**src/design/canonical_min_rotation_assert.svh**
```systemverilog
// Assertion macros for canonical_min_rotation
`ifndef CANONICAL_MIN_ROTATION_ASSERT_SVH
`define CANONICAL_MIN_ROTATION_ASSERT_SVH
`ifndef SYNTHESIS
`define CMR_ASSERT_IMP(lbl, clk, rst_n, a, c) \
	lbl: assert property (@(posedge clk) disable iff (!rst_n) (a) |-> (c)) \
		else $error("assertion failed");
`define CMR_ASSERT_NXT(lbl, clk, rst_n, a, c) \
	lbl: assert property (@(posedge clk) disable iff (!rst_n) (a) |=> (c)) \
		else $error("assertion failed");
`else
`define CMR_ASSERT_IMP(lbl, clk, rst_n, a, c)
`define CMR_ASSERT_NXT(lbl, clk, rst_n, a, c)
`endif
`endif

```
**src/design/cmr_pkg.sv**
```systemverilog
`timescale 1ns / 1ps
`default_nettype none
package cmr_pkg;
	typedef enum logic [3:0] {
		ST_LOAD  = 4'b0001,
		ST_INIT  = 4'b0010,
		ST_CAND  = 4'b0100,
		ST_CMP   = 4'b1000
	} cmr_state_t;

	// controller -> datapath
	typedef struct packed {
		logic load;        // store accepted element
		logic init;        // set up search
		logic next_cand;   // start comparing next candidate
		logic cmp_step;    // one compare step
		logic finish;      // latch result, clear counts
	} cmr_cmd_t;

	// datapath -> controller
	typedef struct packed {
		logic cand_done;   // no candidates left
		logic cmp_done;    // current compare resolved
		logic search_last; // element accepted is reverse last
	} cmr_stat_t;
endpackage
`default_nettype wire

```
**src/design/cmr_ctrl.sv**
```systemverilog
`timescale 1ns / 1ps
`default_nettype none
`include "canonical_min_rotation_assert.svh"
module cmr_ctrl (
	input  wire logic              clk,
	input  wire logic              arst_n,
	input  wire logic              in_fire,
	input  wire logic              out_fire,
	input  wire cmr_pkg::cmr_stat_t stat,
	output cmr_pkg::cmr_cmd_t      cmd,
	output logic                   in_ready,
	output logic                   out_valid
);
	import cmr_pkg::*;
	cmr_state_t state_q, state_d;
	logic out_valid_q;

	assign out_valid = out_valid_q;

	always_comb begin
		state_d = state_q;
		cmd = '0;
		in_ready = 1'b0;
		case (state_q)
			ST_LOAD: begin
				in_ready = 1'b1;
				cmd.load = in_fire;
				if (in_fire && stat.search_last) state_d = ST_INIT;
			end
			ST_INIT: begin
				cmd.init = 1'b1;
				state_d = ST_CAND;
			end
			ST_CAND: begin
				if (stat.cand_done) begin
					// wait here while the previous result is still held
					if (!out_valid_q || out_fire) begin
						cmd.finish = 1'b1;
						state_d = ST_LOAD;
					end
				end else begin
					cmd.next_cand = 1'b1;
					state_d = ST_CMP;
				end
			end
			ST_CMP: begin
				cmd.cmp_step = 1'b1;
				if (stat.cmp_done) state_d = ST_CAND;
			end
			default: state_d = ST_LOAD;
		endcase
	end

	always_ff @(posedge clk or negedge arst_n) begin
		if (!arst_n) state_q <= ST_LOAD;
		else state_q <= state_d;
	end

	always_ff @(posedge clk or negedge arst_n) begin
		if (!arst_n) out_valid_q <= 1'b0;
		else if (cmd.finish) out_valid_q <= 1'b1;
		else if (out_fire) out_valid_q <= 1'b0;
	end

	`CMR_ASSERT_IMP(a_onehot, clk, arst_n, 1'b1, $onehot(state_q))
	`CMR_ASSERT_NXT(a_fin_valid, clk, arst_n, cmd.finish, out_valid)
	`CMR_ASSERT_NXT(a_out_hold, clk, arst_n, out_valid && !out_fire, out_valid)
	`CMR_ASSERT_IMP(a_no_clobber, clk, arst_n, cmd.finish, !out_valid || out_fire)
endmodule
`default_nettype wire

```
**config.mk**
```make
export PLATFORM = sky130hd
export DESIGN_NAME = cmr_ctrl
export DESIGN_NICKNAME = d
export VERILOG_FILES = /design/src/design/cmr_pkg.sv /design/src/design/cmr_ctrl.sv
export VERILOG_INCLUDE_DIRS = /design/src /design/src/design
export SDC_FILE = /design/constraint.sdc
export NUM_CORES = 1
export LEC_CHECK = 0
export BUFFER_PORTS_ARGS = -buffer_cell sky130_fd_sc_hd__buf_2
export CAP_MARGIN = 20
export CORE_AREA = 4 4 41 43
export CTS_BUF_LIST = sky130_fd_sc_hd__clkbuf_8
export DETAILED_ROUTE_END_ITERATION = 7
export DIE_AREA = 0 0 45 47
export GPL_TIMING_DRIVEN = 0
export SETUP_SLACK_MARGIN = 0.02
export SLEW_MARGIN = 20
export SYNTH_ARGS = -nofsm -noshare
export SYNTH_HDL_FRONTEND = slang
export SYNTH_SLANG_ARGS = --single-unit
```
**constraint.sdc**
```tcl
create_clock -name clk -period 2.5 [get_ports clk]
set_clock_uncertainty 0.2 [all_clocks]
set_input_delay 0.125 -clock clk [delete_from_list [all_inputs] [get_ports clk]]
set_output_delay 0.125 -clock clk [all_outputs]
set_load 0.005 [all_outputs]
```
Word level (Yosys, flattened, before mapping)
Index checks and enable logic that the tools add are counted.
Widths: inputs -> output; s select.
- bits in registers: 5
- latch bits: 0
- memory bits (writable): 0
- memory bits (read-only): 0
- bits of input ports: 7
- output and inout bits: 7
- word-level logic and storage cells: 30
- memories kept: 0
- $add $sub $neg: 0
- $mul: 0
- div/mod/pow operators: 0
- $lt $le $gt $ge: 0
- equality and inequality tests: 7
- shifts and indexed selects: 0
- multiplexer cells: 16
- bitwise logic cells: 0
- reductions and logical operators: 5
- operators by type and width (operator ; number):
    $mux 4 ; 4
    $pmux 4 s4 ; 1
    $mux 1 ; 11
    $eq 4x1->1 const B ; 1
    $eq 4x2->1 const B ; 1
    $eq 4x3->1 const B ; 1
    $eq 4x4->1 const B ; 1
    $ne 2x2->1 const B ; 2
    $ne 3x3->1 const B ; 1
    $reduce_and 3->1 ; 1
    $reduce_bool 2->1 ; 1
    $logic_and 1x1->1 ; 1
    $logic_not 1->1 ; 1
    $logic_or 1x1->1 ; 1

Longest topological paths before layout
- word-level depth: 6
- mapped depth: 4
- gate-level depth less buffers: 4

Worst setup path before layout
No wires, ideal clock.
- kind: reg-to-reg
- start: reg state_q[1]
- end: reg state_q[1]
- setup time: 0.119 ns
- arrival time: 1.327 ns
- data required time: 2.181 ns
- slack: 0.854 ns
- cell stages (with the launch flop): 5
- buffers on the path: 0
- clock period less this slack: 1.646 ns
- cells stage by stage: dfrtp_1 -> or4b_4 -> o2bb2ai_2 -> a31oi_1 -> and2_1
- word-level cells in the longest chain between the ends: 3
- elaborated cells between the ends (all ways): 9
- those cells by class: eq/ne: 7; mux: 1; reduce/logical: 1
- ends and longest elaborated chain (what ; RTL line ; source):
    start, declared ; cmr_ctrl.sv:15 ; cmr_state_t state_q, state_d;
    start signal, assigned ; cmr_ctrl.sv:56 ; else state_q <= state_d;
    $eq 4x3->1, or another cell as far along ; cmr_ctrl.sv:24 ; case (state_q)
    $ne 3x3->1 (no source line) / $ne 2x2->1 (equally long branches) ; -- ;
    $reduce_and 3->1 (no source line) ; -- ;
Parallel ways exist; a longest one is shown, timed or not.
A chain may end at the register's enable or synchronous reset.

Final worst setup path
- start: reg state_q[1]
- end: reg out_valid_q, in the netlist out_valid
- word-level cells in the longest chain between the ends: 3
- elaborated cells between the ends (all ways): 4
- those cells by class: eq/ne: 1; mux: 2; reduce/logical: 1
- ends and longest elaborated chain (what ; RTL line ; source):
    $eq 4x3->1 * ; cmr_ctrl.sv:24 ;
    $mux 1 * ; cmr_ctrl.sv:24 ;
    $mux 1 / $reduce_bool 2->1 (equally long branches) ; -- ;
    end signal, assigned ; cmr_ctrl.sv:60 ; if (!arst_n) out_valid_q <= 1'b0;
    end signal, assigned ; cmr_ctrl.sv:61 ; else if (cmd.finish) out_valid_q <= 1'b1;
    end signal, assigned ; cmr_ctrl.sv:62 ; else if (out_fire) out_valid_q <= 1'b0;
    end, declared ; cmr_ctrl.sv:16 ; logic out_valid_q;
Every way passes the cells marked *; elsewhere a longest branch is shown, timed or not.

==> impl_results.md <==
- Reg2reg end: out_valid$_DFFE_PN0P_
- Max Buffers Root-to-Sink: 2
- Hold/Removal Path Class: in2reg
- Num CTS Buffers: 3
- DR iter-0 viols: 3
- Vias in the first global route: 340
- Crit path arrival time: about 1900 ps
- Nets: 60
- Top cell family by delay on the critical path: simple AND/OR/NAND/NOR gates
- Die area: roughly 0.0021 mm^2
- Post-Syn Area: 313 um^2
- Worst Max-Slew Pin Slew: around 480 ps
- Count of final setup violators: 0
- Sequential Power Share: a little under a third
- WP buf/inv: 1
- Drt pass-1 iters: 3
- Final Max Tran Viols: 0
- Placed instance count: slightly below 60
- Area delta synth->final: 54.0%
- Internal Power: approximately 0.33 mW
- Max_slew headroom: 67.9%
- H-tree Lvls: 1
- Post-DP Area: just under 400 um^2
- Syn nets: 38
- Pin count of the biggest net entering global routing: 8
- Global route overflow: 0
- Pleak: around 0.24 nW
- Clock Latency Late Sink: 220 ps
- IO Port Bufs: 13
- Yosys warns: 0
- Avg Cell Area, Syn: around 10 um^2
- GRT Total Usage: 9.83%
- Routed via count: 304
- Worst Path Required: 2460 ps
- Post-route DRC: 0
- Remaining antenna violation count: 0
- Layout Utilization: 37.0%
- Hold Vio Cnt, Final: 0
- First-pass GRT wire length: 1410 um
- Peak supply drop: between 0.4 and 0.5 mV
- Hold EP: state_q[2]$_DFFE_PN0P_
- Share of the synthesized area in the top cell type: about a third
- Max-cap violations: 0
- CTS Sinks: 5
- Switching fraction of total power: between 30% and 40%
- Setup TNS: 0 ps
- Status: complete, no violations
- Launching point of the worst reg2reg path: state_q[1]$_DFFE_PN0P_
- Unrepaired setup endpoints after global routing: false
- Antenna diodes: 0
- Power share of the clock group: between 20 and 30%
- Ranking of synthesized cells by area: dfrtp_1 32%, nor4b_2 9.6%, dfstp_2 8.4%, o21ai_0 4.8%, o2bb2ai_2 4.8%
- Post-synth cell types: 20
- Post-CTS setup buffer count: 0
- Synthesis-stage register bit count: 5
- Cell taking the most area after synthesis: dfrtp_1
- Die Height: approximately 47 um
- Std cell rows: 13
- GPL Wtd Cong: 0.705
- Via density: 4.54
- Worst path slowest cell: dlygate4sd3_1
- Worst path max stage delay: 530 ps
- CTS tree: built
- Commonest non-fill, non-tap cell in the layout: buf_2
- Combinational group share of total power: 38.6%
- Non-filler cells, final: between 60 and 70
- # hold bufs at CTS: 4
- Post-route cell area: between 400 and 500 um^2
- Starting Density: about a quarter
- Core Region: 0.00130 mm^2
- DPL Wire Length: roughly 550 um
- WL/cell: 10.7 um
- Fmax: between 500 and 600 MHz
- Critical path class: reg2reg
- CP most frequent cell: nand2_1
- Beginning of the worst hold path: stat[2]
- Hold path depth: 3
- Power Density: 1020 mW/mm^2
- Ratio of cells with drive above 1 in the final layout: 44.2%
- Tcrit/Tclk final: 75.6%
- CP Capture Type: flop
- Commonest cells after routing, fill and taps aside: 13 x buf_2, 4 x dlygate4sd3_1, 4 x dfrtp_1
- CTS root buffer: clkbuf_8
- PostCTS Resize Cnt: 0
- Cells on worst reg2reg path: 4
- Worst-path clk slew: 40 ps
- Post-synthesis sequential area ratio: between 40% and 50%
- IO Count: 14
- Setup crit start kind: flop
- Worst Path Max Fanout: 6
- Net switching power: between 0.15 and 0.2 mW
- Total wire length: approximately 700 um
- Initial antenna violation count: 0
- Flop-to-flop setup slack: 610 ps
- Die width: about 45 um
- Critical-path cell list: nor4b_2, nand2_1, nand2_1, dlygate4sd3_1
- Gate count after technology mapping: 31
- Final Critical Period: about 1900 ps
==> state kept, by name, indices dropped and copies added (netlist names) <==
signal,count
state_q,4
out_valid,1
==> worst reg2reg max path, delay by kind of cell (launching register included) <==
family | cells | cell delay (ps)
buf+inv | 1 | 530
flops | 1 | 440
simple gates | 3 | 650
==> metrics by stage <==
| stage | total power [mW] | hold WS (ps) | setup WS [ps] |
|---|---|---|---|
| 2_1_floorplan | 0.277 | -371 | 854 |
| 3_3_place_gp | 0.338 | -257 | 771 |
| 3_5_place_dp | 0.342 | -252 | 736 |
| 4_1_cts | 0.499 | 34.2 | 604 |
| 5_1_grt | 0.539 | 58.3 | 519 |
| 6_report | 0.492 | 35.8 | 609 |
==> logic make-up (layout without fill, tap and decap cells) <==
group | Yosys count | after routing | share of synthesized area [%]
compound gates | 10 | 10 | 21.6
simple gates | 13 | 13 | 31.6
flops | 5 | 5 | 40.4
xor+xnor | 1 | 1 | 2.80
buf+inv | 2 | 23 | 3.60
==> power by group through the flow <==
stage               sequential, mW  clock, mW  combinational, mW
global route                 0.165      0.154              0.220
floorplan                    0.149          0              0.128
detailed placement           0.158          0              0.185
CTS                          0.157      0.149              0.193
finish                       0.157      0.146              0.190
global placement             0.157          0              0.181
==> worst max-delay path by stage <==
stage | startpoint | to | slack (ps) | depth (start not counted)
floorplan | state_q[1]$_DFFE_PN0P_ | state_q[1]$_DFFE_PN0P_ | 850 | 4
global placement | state_q[2]$_DFFE_PN0P_ | state_q[1]$_DFFE_PN0P_ | 770 | 4
detailed placement | state_q[0]$_DFFE_PN1P_ | state_q[1]$_DFFE_PN0P_ | 740 | 4
CTS | state_q[1]$_DFFE_PN0P_ | out_valid$_DFFE_PN0P_ | 600 | 4
global route | state_q[3]$_DFFE_PN0P_ | out_valid$_DFFE_PN0P_ | 520 | 4
finish | state_q[1]$_DFFE_PN0P_ | out_valid$_DFFE_PN0P_ | 610 | 4
==> Yosys cell counts <==
library cell / instances
nand2_1: 3
o21bai_1: 1
and2_1: 2
xor2_1: 1
o2bb2ai_2: 1
dfrtp_1: 4
o21ai_0: 3
a31oi_1: 1
nor4b_1: 1
or4b_4: 1
nor2_1: 1
inv_2: 1
nor2b_1: 2
dfstp_2: 1
a2bb2oi_1: 1
a21oi_1: 2
nor4b_2: 2
buf_4: 1
o21ai_1: 1
nand2b_1: 1
==> layer usage <==
layer / share of wire [%] / wire (um) / up-vias / GRT usage (%)
li1: - / - / 155 / -
met1: 43 / 310 / 132 / 10.3
met2: 45 / 322 / 15 / 15.8
met3: 9.9 / 71 / 2 / 4.21
met4: 1.9 / 14 / 0 / 7.02
met5: 0 / 0 / - / 0
==> final cells by class <==
type,instances,area [um^2]
clock buffers,3,41.3
clock inverters,1,3.75
well taps,15,18.8
multi-input cells,24,175
plain buffers,1,7.51
flip-flops and latches,5,126
repair buffers,17,105
inverters,1,3.75
fillers,144,820
Note: power is estimated with default switching activity, not from simulation.
